### config.mk
export PLATFORM = sky130hd
export DESIGN_NAME = aeu_div
export DESIGN_NICKNAME = d
export VERILOG_FILES = /design/src/sv/aeu_div.sv
export SDC_FILE = /design/constraint.sdc
export NUM_CORES = 2
export LEC_CHECK = 0
export BUFFER_PORTS_ARGS = -buffer_cell sky130_fd_sc_hd__buf_4
export CELL_PAD_IN_SITES_DETAIL_PLACEMENT = 1
export CELL_PAD_IN_SITES_GLOBAL_PLACEMENT = 1
export CORE_MARGIN = 2
export CORE_UTILIZATION = 23
export DETAILED_ROUTE_END_ITERATION = 6
export HOLD_SLACK_MARGIN = 0.03
export MAX_ROUTING_LAYER = met4
export PLACE_DENSITY_LB_ADDON = 0.1
export SLEW_MARGIN = 20
export SYNTH_ARGS = -nofsm -noshare
export SYNTH_HDL_FRONTEND = slang
export SYNTH_SLANG_ARGS = --single-unit
### constraint.sdc
create_clock -name clk -period 3.1 [get_ports clk]
set_clock_uncertainty 0.05 [all_clocks]
set_input_delay 0.31 -clock clk [delete_from_list [all_inputs] [get_ports clk]]
set_output_delay 0.31 -clock clk [all_outputs]
set_load 0.05 [all_outputs]
### src/sv/aeu_div.sv
`default_nettype none

module aeu_div #(
  parameter int NW = 32,
  parameter int DW = 16,
  parameter int SW = 1
) (
  input  wire logic          clk,
  input  wire logic          rst_n,
  input  wire logic          en,
  input  wire logic          in_valid,
  input  wire logic [NW-1:0] num,
  input  wire logic [DW-1:0] den,
  input  wire logic [SW-1:0] side_in,
  output logic               out_valid,
  output logic      [NW-1:0] quot,
  output logic      [SW-1:0] side_out
);

  // One quotient bit per stage; acc holds the unused numerator bits on top
  // and the quotient bits found so far below.
  logic [DW-1:0] rem_r  [NW];
  logic [NW-1:0] acc_r  [NW];
  logic [DW-1:0] den_r  [NW];
  logic [SW-1:0] side_r [NW];
  logic [NW-1:0] vld_r;

  for (genvar i = 0; i < NW; i++) begin : g_step
    logic [DW-1:0] rem_p;
    logic [NW-1:0] acc_p;
    logic [DW-1:0] den_p;
    logic [SW-1:0] side_p;
    logic          vld_p;
    logic [DW:0]   cat;
    logic [DW:0]   diff;
    logic          ge;

    if (i == 0) begin : g_first
      assign rem_p  = '0;
      assign acc_p  = num;
      assign den_p  = den;
      assign side_p = side_in;
      assign vld_p  = in_valid;
    end else begin : g_next
      assign rem_p  = rem_r[i-1];
      assign acc_p  = acc_r[i-1];
      assign den_p  = den_r[i-1];
      assign side_p = side_r[i-1];
      assign vld_p  = vld_r[i-1];
    end

    // Restoring step: bring down one numerator bit, subtract if it fits.
    assign cat  = {rem_p, acc_p[NW-1]};
    assign diff = cat - {1'b0, den_p};
    assign ge   = (cat >= {1'b0, den_p});

    always_ff @(posedge clk) begin
      if (en) begin
        rem_r[i]  <= ge ? diff[DW-1:0] : cat[DW-1:0];
        acc_r[i]  <= {acc_p[NW-2:0], ge};
        den_r[i]  <= den_p;
        side_r[i] <= side_p;
      end
    end

    always_ff @(posedge clk) begin
      if (!rst_n) begin
        vld_r[i] <= 1'b0;
      end else if (en) begin
        vld_r[i] <= vld_p;
      end
    end
  end

  assign out_valid = vld_r[NW-1];
  assign quot      = acc_r[NW-1];
  assign side_out  = side_r[NW-1];

endmodule

`default_nettype wire

# --- Word level (Yosys, flattened, before mapping) ---
# Memory sizes are Yosys's and may differ from the RTL's.
# Cells that the tools add are included.
classes:
  magnitude_cmp: 32
  n_addsub: 32
  mux: 34
ops:
  columns: ["operator", "count"]
  rows:
  - ["$ge A17 B16 Y1", 31]
  - ["$mux W16", 32]
  - ["$sub A16 B16 Y16", 31]
  - ["$ge A1 B16 Y1", 1]
  - ["$sub A1 B16 Y16", 1]
  - ["$mux W1", 2]
word_totals:
  output_inout_bits: 34
  mem_bits_rw: 2080
  ff_bits: 32
  mem_count: 4
memory_table:
  columns: ["name", "depth", "word_bits", "rd", "rd_clocked_by_memory_dff", "write_ports", "line", "text"]
  rows:
  - ["acc_r", 32, 32, 32, 0, 32, "23", "logic [NW-1:0] acc_r [NW];"]
  - ["den_r", 32, 16, 31, 0, 32, "24", "logic [DW-1:0] den_r [NW];"]
  - ["rem_r", 32, 16, 31, 0, 32, "22", "logic [DW-1:0] rem_r [NW];"]
  - ["side_r", 32, 1, 32, 0, 32, "25", "logic [SW-1:0] side_r [NW];"]

# --- Longest topological paths before layout ---
# An unclocked memory read counts as a cell.
depth:
  word_depth: 3
  ltp_mapped: 13
  depth_no_buf: 11

# --- Worst setup path before layout ---
# OpenSTA, ideal clock, no wires.
synth_timing:
  kind: "register to register"
  startpoint: "memory rem_r[11][3]"
  endpoint: "memory rem_r[12][10] (data pin)"
  n_path_buf: 2
  path_stages_with_launch: 12
  path_slack_ns: -0.072
  arrival_ns: 2.861
  setup_ns: 0.260
  period_less_slack_ns: 3.172
  path_cell_list: "edfxtp_1 -> ha_1 -> or3_1 -> o21ai_1 -> a21oi_1 -> a221o_1 -> o21ai_2 -> a21oi_1 -> or4_1 -> buf_6 -> buf_12 -> mux2_4"
synth_lines:
  columns: ["element", "line"]
  rows:
  - ["start, declared", "22"]

==> flow_metrics.py <==
metrics = {
    "status": {
        "status": "complete, but fails checks",
        "failed_checks": "setup timing",
    },
    "timing": {
        "fmax_ghz": 0.321,
        "fin_ws_ns": -0.0198,
        "period_needed_ns": 3.12,
        "hold_violations": 0,
        "rsz0062_at_grt": "true",
        "timing.final.crit_share_pct": 101,
        "tightest_slew_ns": 0.724,
        "slew_headroom_pct": 51.7,
        "fin_setup_tns_ns": -0.152,
        "report.final.slew_viol_count": 0,
        "setup_viol": 11,
    },
    "detailed_routing": {
        "wl_per_cell_um": 16.7,
        "first_pass_iters": 5,
        "drtIter0Drc": 2637,
        "via_per_inst": 4.15,
        "routed_wl_um": 214000,
        "met2WireLength_um": 104000,
        "drc": 0,
        "wl_met3_um": 6700,
        "top_layer": "met4",
        "met1_length_um": 96500,
        "vias": 53017,
        "antenna_left": 0,
    },
    "worst_setup_path": {
        "worstPathMaxFanout": 17,
        "crit_path_max_incr_delay_ns": 0.40,
        "cp.depth": 12,
        "criticalPathCategory": "flop to flop",
        "cp.required_ns": 3.66,
        "crit_slowest_cell": "edfxtp_1",
        "reg2reg_depth": 12,
        "crit_buf_inv": 3,
        "cp_cell_sequence": "inv_2 > ha_4 > nor2b_1 > o31a_1 > o311ai_4 > buf_4 > and4_4 > o31ai_4 > a21o_1 > a211o_1 > buf_12 > mux2_2",
        "cp-start-kind": "flop",
        "cp.arrival_ns": 3.68,
        "cp-end-kind": "flop",
        "crit_family": "compound AO/OA/AOI/OAI gates",
    },
    "floorplanning": {
        "start_util_pct": 23.1,
        "pin_count": 87,
        "die-height_um": 638,
        "die_w_um": 638,
        "die_area_um2": 407000,
        "row_count": 232,
        "coreArea_um2": 400000,
    },
    "clocking": {
        "tritoncts": "done",
        "clk_pin_slew_ns": 0.05,
        "clock_latency_ns": 0.86,
        "cts_root_buffer": "clkbuf_16",
        "cts_buffers": 276,
        "htree_num_levels": 5,
        "cts_sinks": 2080,
        "clk_path_buf_depth": 4,
    },
    "global_routing": {
        "grt_pass1_wl_um": 334000,
        "overflow": 0,
        "track_usage_pct": 10.6,
        "grt_pass1_vias": 56571,
        "grt_start_max_net_pins": 107,
        "grt_antenna_before_repair": 7,
    },
    "layout": {
        "area_delta_synth_final_pct": 22.6,
        "fillers": 42559,
        "multi_input_area_um2": 27900,
        "regArea_um2": 62100,
        "layout.nets": 7887,
        "layout_common_cells": "2048 x edfxtp_1, 663 x inv_1, 488 x ha_1",
        "drive_gt1_share_pct": 17.0,
        "final_common_cell": "edfxtp_1",
    },
    "power": {
        "p_per_area_nw_per_um2": 982,
        "totalPowerFinal_mw": 111,
        "irDropWorstVdd_uv": 408,
        "p_leak_nw": 43.0,
    },
    "worst_hold_path": {
        "hold_depth": 2,
        "hold_path.class": "input port to flop",
    },
    "yosys": {
        "ys_warn_count": 0,
        "synth_nets": 7143,
        "ys_ff_latch": 2080,
        "synthesis.area_um2": 92400,
        "ys.flop_type": "edfxtp_1",
        "yosysSeqAreaShare_pct": 67.3,
        "postSynthAreaPerCell_um2": 14.1,
        "postSynthCellCount": 6562,
        "synthDistinctLibCells": 83,
        "async_flop_share_pct": 0,
        "synth_edf_count": 2048,
    },
    "run": {
        "max_cap_violations": 0,
    },
    "placed_design": {
        "dp_hpwl_um": 150000,
        "gp_congestion": 0.809,
        "io_buffers": 86,
        "pre_cts_slack_ns": -0.204,
    },
}
-- layer usage --
metal	global-route usage, %	vias up
met5	-	-
met4	3.50	0
met3	1.59	417
met2	17.8	552
met1	13.1	26177
li1	-	25871
-- synthesized netlist by cell type, drive strengths merged (58+ instances only) --
cell,n,area (um^2)
a21o,118,887
a21oi,291,1460
buf,58,388
clkbuf,64,240
edfxtp,2048,61500
ha,498,6230
inv,670,2510
mux2,220,2500
mux2i,81,811
nand2,331,1240
nand2b,63,394
nand3,85,425
nand4,66,413
nor2,347,1300
nor2b,120,751
nor3,119,596
o21a,81,608
o21ai,333,1670
xnor2,190,1660
xor2,131,1150
-- worst paths after layout --
| kind | startpoint | slack [ns] | end |
|---|---|---|---|
| worst min-delay path | num[20] | 0.15 | acc_r[0][21] |
| worst max-delay path | den_r[0][1] | -0.02 | rem_r[1][3] |
| worst min register to register | acc_r[1][26] | 0.36 | acc_r[1][59] |
| worst max register to register | den_r[0][1] | -0.02 | rem_r[1][3] |
-- flip-flops by register name (all words and copies together), names as in the netlist --
signal / count
out_valid: 1
rem_r: 496
g_step.vld_p: 31
side_r: 32
den_r: 496
acc_r: 1024
-- cells by family (layout without fill, tap and decap cells) --
logic type                 Yosys count  after routing  share of synthesized area (%)
xor gates and xnor gates           321            321                           3.04
buffers and inverters              793           1747                           3.41
adders and majority gates          528            528                           7.39
other                                0              2                              0
AOI/OAI and AO/OA                 1223           1223                           8.44
and+or+nand+nor                   1316           1316                           6.88
muxes                              301            301                           3.58
DFF                               2080           2080                           67.3
-- final cells by class --
cell class                      count  share of cell area [%]
Antenna cell                        2                 0.00442
Multi-Input combinational cell   3689                    24.6
Timing Repair Buffer              588                    4.76
Tap cell                         5265                    5.81
Inverter                          671                    2.23
Sequential cell                  2080                    54.8
Clock buffer                      336                    6.43
Clock inverter                    152                    1.35
-- where the power goes --
| group | leakage, nW | internal [mW] | total, mW | switching (mW) |
|---|---|---|---|---|
| clock | 4.30 | 18.8 | 31.4 | 12.7 |
| combinational | 18.4 | 18.3 | 38.6 | 20.3 |
| sequential | 20.3 | 38.3 | 41.2 | 2.94 |
-- timing repair --
| action | in CTS | in global routing |
|---|---|---|
| buffers inserted | 8 | 16 |
| gates cloned | 1 | 3 |
| pin swaps | 16 | 40 |
| hold buffers | 94 | 0 |
| setup endpoints to repair | 188 | 344 |
| gates resized for setup | 53 | 147 |
| hold endpoints to repair | 102 | 0 |
-- metrics by stage --
stage | util [%] | std cells | hold WS [ns] | area, um^2
2_1_floorplan | - | 6562 | 0.350 | 92400
3_3_place_gp | 25.7 | 12171 | 0.351 | 103000
3_5_place_dp | 25.7 | 12171 | 0.355 | 103000
4_1_cts | 28.2 | 12762 | 0.0382 | 113000
5_1_grt | 28.3 | 12782 | 0.0787 | 113000
6_report | 28.3 | 12783 | 0.147 | 113000
-- worst register-to-register path, delay by kind of cell (launching register included) --
| kind | cells | cell delay (ns) |
|---|---|---|
| AO/OA/AOI/OAI | 5 | 1.15 |
| adder cells (fa/ha/maj) | 1 | 0.20 |
| buffers and inverters | 3 | 0.43 |
| flip-flops | 1 | 0.40 |
| multiplexers | 1 | 0.29 |
| AND/OR/NAND/NOR | 2 | 0.37 |
Power figures use the tool's default switching activity.
