## src/sv/aeu_sqrt.sv

```systemverilog
`default_nettype none

module aeu_sqrt #(
  parameter int RW = 32,
  parameter int SW = 1
) (
  input  wire logic            clk,
  input  wire logic            rst_n,
  input  wire logic            en,
  input  wire logic            in_valid,
  input  wire logic [2*RW-1:0] x,
  input  wire logic [SW-1:0]   side_in,
  output logic                 out_valid,
  output logic      [RW-1:0]   root,
  output logic      [SW-1:0]   side_out
);

  // One root bit per stage, consuming two radicand bits each.
  logic [RW+1:0]   rem_r  [RW];
  logic [RW-1:0]   root_r [RW];
  logic [2*RW-1:0] x_r    [RW];
  logic [SW-1:0]   side_r [RW];
  logic [RW-1:0]   vld_r;

  for (genvar i = 0; i < RW; i++) begin : g_step
    logic [RW+1:0]   rem_p;
    logic [RW-1:0]   root_p;
    logic [2*RW-1:0] x_p;
    logic [SW-1:0]   side_p;
    logic            vld_p;
    logic [RW+3:0]   cat;
    logic [RW+3:0]   trial;
    logic [RW+3:0]   diff;
    logic            ge;

    if (i == 0) begin : g_first
      assign rem_p  = '0;
      assign root_p = '0;
      assign x_p    = x;
      assign side_p = side_in;
      assign vld_p  = in_valid;
    end else begin : g_next
      assign rem_p  = rem_r[i-1];
      assign root_p = root_r[i-1];
      assign x_p    = x_r[i-1];
      assign side_p = side_r[i-1];
      assign vld_p  = vld_r[i-1];
    end

    // Trial subtract of 4*root+1 from the remainder with the next bit pair.
    assign cat   = {rem_p, x_p[2*RW-1 -: 2]};
    assign trial = {2'b00, root_p, 2'b01};
    assign diff  = cat - trial;
    assign ge    = (cat >= trial);

    always_ff @(posedge clk) begin
      if (en) begin
        rem_r[i]  <= ge ? diff[RW+1:0] : cat[RW+1:0];
        root_r[i] <= {root_p[RW-2:0], ge};
        x_r[i]    <= {x_p[2*RW-3:0], 2'b00};
        side_r[i] <= side_p;
      end
    end

    always_ff @(posedge clk) begin
      if (!rst_n) begin
        vld_r[i] <= 1'b0;
      end else if (en) begin
        vld_r[i] <= vld_p;
      end
    end
  end

  assign out_valid = vld_r[RW-1];
  assign root      = root_r[RW-1];
  assign side_out  = side_r[RW-1];

endmodule

`default_nettype wire

```

## config.mk

```make
export PLATFORM = sky130hd
export DESIGN_NAME = aeu_sqrt
export DESIGN_NICKNAME = d
export VERILOG_FILES = /design/src/sv/aeu_sqrt.sv
export SDC_FILE = /design/constraint.sdc
export NUM_CORES = 2
export LEC_CHECK = 0
export ABC_CLOCK_PERIOD_IN_PS = 3480
export CAP_MARGIN = 10
export CORE_ASPECT_RATIO = 0.9
export CORE_MARGIN = 2
export CORE_UTILIZATION = 56
export DETAILED_ROUTE_END_ITERATION = 7
export DONT_BUFFER_PORTS = 1
export PLACE_DENSITY = 0.86
export REMOVE_ABC_BUFFERS = 1
export SLEW_MARGIN = 30
export SYNTH_ARGS = -nofsm -noshare
export SYNTH_HDL_FRONTEND = slang
export SYNTH_MEMORY_MAX_BITS = 65536
export SYNTH_SLANG_ARGS = --single-unit
```

## constraint.sdc

```tcl
create_clock -name clk -period 3.48 [get_ports clk]
set_input_delay 0.522 -clock clk [delete_from_list [all_inputs] [get_ports clk]]
set_output_delay 0.522 -clock clk [all_outputs]
set_load 0.05 [all_outputs]
```

=== Word level (Yosys, flattened, before mapping) ===
Memories as Yosys holds them, arrays and structs flattened.
Cells that the tools add are included.

* Output and inout port bits: 34
* Memories kept: 4
* Input bits: 69
* RAM bits: 4,128
* Logic and storage cells: 134
* Register bits after elaboration: 32

* $lt $le $gt $ge: 32
* Muxes and demuxes: 34
* $add $sub $neg: 32

{| class="wikitable"
|+ Memory list
! name !! depth !! bits a word !! rd ports !! clocked after memory_dff !! write ports !! RTL line !! source
|-
| x_r || 32 || 62 || 31 || 0 || 32 || 21 || <nowiki>logic [2*RW-1:0] x_r [RW];</nowiki>
|-
| rem_r || 32 || 34 || 31 || 0 || 32 || 19 || <nowiki>logic [RW+1:0] rem_r [RW];</nowiki>
|-
| root_r || 32 || 32 || 32 || 0 || 32 || 20 || <nowiki>logic [RW-1:0] root_r [RW];</nowiki>
|-
| side_r || 32 || 1 || 32 || 0 || 32 || 22 || <nowiki>logic [SW-1:0] side_r [RW];</nowiki>
|}

{| class="wikitable"
|+ Operators by type and width
! cell !! number
|-
| 36-bit by 34-bit >= comparator with 1-bit output || 31
|-
| 34-bit 2-to-1 mux || 32
|-
| 34-bit subtractor || 31
|-
| 2-bit by 1-bit subtractor with 3-bit output, second input constant || 1
|-
| 2-bit by 1-bit >= comparator with 1-bit output, second input constant || 1
|-
| 1-bit 2-to-1 mux || 2
|}

=== Depth between registers and ports, before layout ===
An unclocked memory read counts as a cell.

* Depth in word-level cells: 3
* Mapped depth: 14
* Mapped depth without buffers: 13

=== Worst setup path before layout ===
OpenSTA, ideal clock, no wires.

* Path type: register -> register
* Start: memory rem_r[28][0] (netlist bit)
* End: memory rem_r[29][25] (netlist bit), data pin
* Cell stages (with the launch flop): 12
* Path slack: 0.168 ns
* Required time: 3.210 ns
* Setup time: 0.270 ns
* Arrival time: 3.043 ns
* Clock period less this slack: 3.312 ns
* Path buffers: 2
* Cells stage by stage: edfxtp_1 ha_1 nor2b_1 o31ai_1 a21oi_1 o31ai_1 a221o_1 nand2_1 a211oi_1 clkbuf_1 buf_1 o21ai_0

{| class="wikitable"
|+ RTL lines
! item !! RTL line
|-
| start: declaration || 19
|}

==> flow_summary_export.csv <==
group,metric,value,unit
clocking,htreeDepth,5,
placed_design,place.gp.congestion,0.956,
critical_path,ff2ff_setup_slack,4,ps
detailed_routing,vias,75775,
floorplanning,initial_core_util,56.2,%
critical_path,crit_family,"compound AO/OA/AOI/OAI gates",
detailed_routing,drt_iter0_markers,6680,
sta,fin_skew,77.7,ps
logic_synthesis,synth.distinct_cells,95,
critical_path,r2r_cells,12,
clocking,cts-root-buf,"clkbuf_16",
clocking,ctsLongestPathBuffers,4,
sta,setup_viol,0,
layout,layout_commonest_cell,"edfxtp_1",
clocking,numClockSinks,2587,
sta,relSlewSlack,28.9,%
detailed_routing,postRouteAntennaNets,0,
sta,slew_viol_final,0,
critical_path,critPathArrivalTime,4140,ps
logic_synthesis,yosys_register_bits,2587,
global_route,antenna_found_initial,3,
layout,mostFrequentLayoutCells,"edfxtp_1 (2555), nand2_1 (742), inv_1 (712)",
logic_synthesis,syn_area,120000,um^2
critical_path,path_depth,12,
critical_path,reg2reg_to,"rem_r[23][33]$_DFFE_PP_",
pwr,power_density,659,nW/um^2
floorplanning,die_y,443,um
outcome,status,"completed",
sta,min_period,3480,ps
layout,final_cell_count_no_fill,12950,
critical_path,crit_path_start,"x_r[1][433]$_DFFE_PP_",
logic_synthesis,synth_edf_count,2555,
placed_design,port_buffers,0,
sta,rsz0062_at_grt,"true",
critical_path,end_kind,"flip-flop",
clocking,clkTransAtPathRegs,70,ps
clocking,cts_tree,"done",
detailed_routing,viasPerCell,5.85,
flow_run,maxCapViolations,0,
critical_path,path_max_fanout,4,
layout,fin_nets,10529,
critical_path,cp.required,4140,ps
layout,fillers,15296,
critical_path,max_stage_delay,530,ps
floorplanning,std_cell_rows,161,
logic_synthesis,syn_inst,9329,
detailed_routing,wirelength,262,mm
critical_path,cp_slowest_cell,"edfxtp_1",
floorplanning,ios,103,
logic_synthesis,async_flop_share,0,%
sta,hold_violations,0,
critical_path,crit_path_cell_trace,"inv_1 > ha_1 > nand2b_1 > a2111oi_1 > a211oi_2 > o21ba_2 > o221ai_1 > nor2_2 > or4_1 > buf_4 > nor3_1 > xor2_1",
logic_synthesis,seq_area_frac_synth,64.4,%
logic_synthesis,synth_ff_type,"edfxtp_1",
floorplanning,fp.dieArea,218000,um^2
placed_design,hpwlAfterDp,182,mm
detailed_routing,routedWlPerCell,20.2,um
floorplanning,die-width,492,um
sta,period_share,99.9,%
layout,synthToLayoutAreaGrowth,13.9,%
critical_path,critPathKind,"flip-flop to flip-flop",
clocking,cts_buffers,283,
critical_path,cp-start-kind,"flip-flop",
logic_synthesis,synth_top_family_by_area,"compound AO/OA/AOI/OAI gates",
critical_path,critPathBufInv,2,
global_route,grtUsageTotal,23.5,%
pwr,peakVddDrop,0.471,mV
logic_synthesis,synthMuxAreaShare,0.849,%
global_route,grt_max_degree,198,
pwr,finalPower,90.2,mW
clocking,clock_latency,950,ps
floorplanning,core,214000,um^2
pwr,power.leakage,52.2,nW
detailed_routing,firstDrtPassIters,7,
logic_synthesis,yosysWarnings,0,
hold_path,hp-class,"input pin to flip-flop",
detailed_routing,drc,0,
critical_path,reg2reg_from,"x_r[1][433]$_DFFE_PP_",
global_route,grt_pass1_wl,409,mm
logic_synthesis,synth_fa_ha_area_share,5.86,%
logic_synthesis,synth-compound-area-share,9.91,%
sta,fmax,288,MHz
placed_design,dpl.cell_count,12360,
global_route,grt_pass1_vias,75977,
logic_synthesis,synth_xor_area_share,6.19,%
layout,drive_gt1_share,10.3,%
logic_synthesis,synth-simple-area-share,9.87,%
critical_path,endpoint,"rem_r[23][33]$_DFFE_PP_",
global_route,overflow,0,
logic_synthesis,avgSynthCellArea,12.9,um^2
sta,worstMarginPinSlew,1070,ps
cells in the mapped netlist, types with 53 or more instances:
cell	count	area share, %
ha_1	562	5.9
xnor2_1	405	3.0
nor2_1	472	1.5
nor4_1	118	0.61
nand2b_1	115	0.60
a31oi_1	72	0.38
nand3_1	150	0.63
nand4_1	95	0.50
or3_1	78	0.41
o31ai_1	55	0.34
nand2_1	744	2.3
edfxtp_1	2555	64
a211oi_1	57	0.36
inv_1	714	2.2
and3_1	53	0.28
nor3_1	223	0.93
o21a_1	92	0.58
o21ai_0	592	2.5
clkbuf_1	174	0.54
nor2b_1	103	0.54
xor2_1	444	3.2
or4_1	53	0.33
a21oi_1	514	2.1
a21o_1	220	1.4
worst min-delay path by stage:
| stage | to | from | cells after the start | slack, ps |
|---|---|---|---|---|
| CTS | x_r[0][681]$_DFFE_PP_ | en | 1 | 60 |
| detailed placement | side_r[1][0]$_DFFE_PP_ | side_r[0][15]$_DFFE_PP_ | 0 | 400 |
| finish | x_r[0][530]$_DFFE_PP_ | en | 1 | 100 |
| floorplan | side_r[0][10]$_DFFE_PP_ | side_r[0][9]$_DFFE_PP_ | 0 | 400 |
| global placement | x_r[0][643]$_DFFE_PP_ | x_r[0][579]$_DFFE_PP_ | 0 | 400 |
| global route | x_r[0][681]$_DFFE_PP_ | en | 1 | 80 |
layout make-up:
class,instances,area [um^2],share of cell area [%]
flip-flops and latches,2587,77400,56.6
multi-input cells,5828,40000,29.2
clock buffers,339,7500,5.49
repair buffers,480,4440,3.25
well taps,2852,3570,2.61
inverters,718,2700,1.97
clock inverters,142,1180,0.862
diodes,4,10.0,0.00732
layer usage:
metal / part of all wire (%) / track usage [%] / wire (um) / up-vias
li1: - / - / - / 35676
met1: 39 / 28.3 / 102000 / 36765
met2: 51 / 41.2 / 133000 / 2566
met3: 5.1 / 3.45 / 13200 / 768
met4: 5.1 / 11.5 / 13400 / 0
met5: 0 / 0 / 0 / -
logic make-up (layout without fill, tap and decap cells):
group                    count (synthesis)  count (layout)
flip-flops                            2587            2587
buffers and inverters                  915            1679
multiplexers                            96              96
AND/OR/NAND/NOR                       2396            2397
XOR/XNOR                               849             849
AO/OA/AOI/OAI                         1923            1923
adder cells (fa/ha/maj)                562             562
other                                    1               5
power by group:
part | total (mW) | switching (mW) | internal, mW | leakage [nW]
Sequential | 42.0 | 2.72 | 39.3 | 24.9
Clock | 28.5 | 11.8 | 16.7 | 4.24
Combinational | 19.7 | 11.4 | 8.28 | 23.1
registers in the layout (all words and copies together) (netlist names):
register / count
g_step.vld_p: 31
rem_r: 1003
out_valid: 1
x_r: 992
side_r: 32
root_r: 528
metrics by stage:
step / hold WS [ps] / utilization (%) / area, um^2 / TNS [ps] / setup WS, ps
3_5_place_dp: 405 / 59.2 / 126000 / -312480 / -1070
4_1_cts: 58.5 / 63.6 / 136000 / -9.65 / -9.65
2_1_floorplan: 400 / - / 119000 / -377690 / -2280
6_report: 103 / 64.0 / 137000 / 0 / 3.73
3_3_place_gp: 400 / 59.0 / 126000 / -314090 / -1070
5_1_grt: 83.0 / 64.0 / 137000 / -1090 / -150
timing repair:
item,4_1_cts,5_1_grt
hold endpoints to repair,175,0
endpoints found under the setup margin,176,452
pin swaps,2,25
gates resized for setup,23,137
gates cloned,1,2
buffers inserted,2,28
hold buffers,70,0
Power figures use the tool's default switching activity.
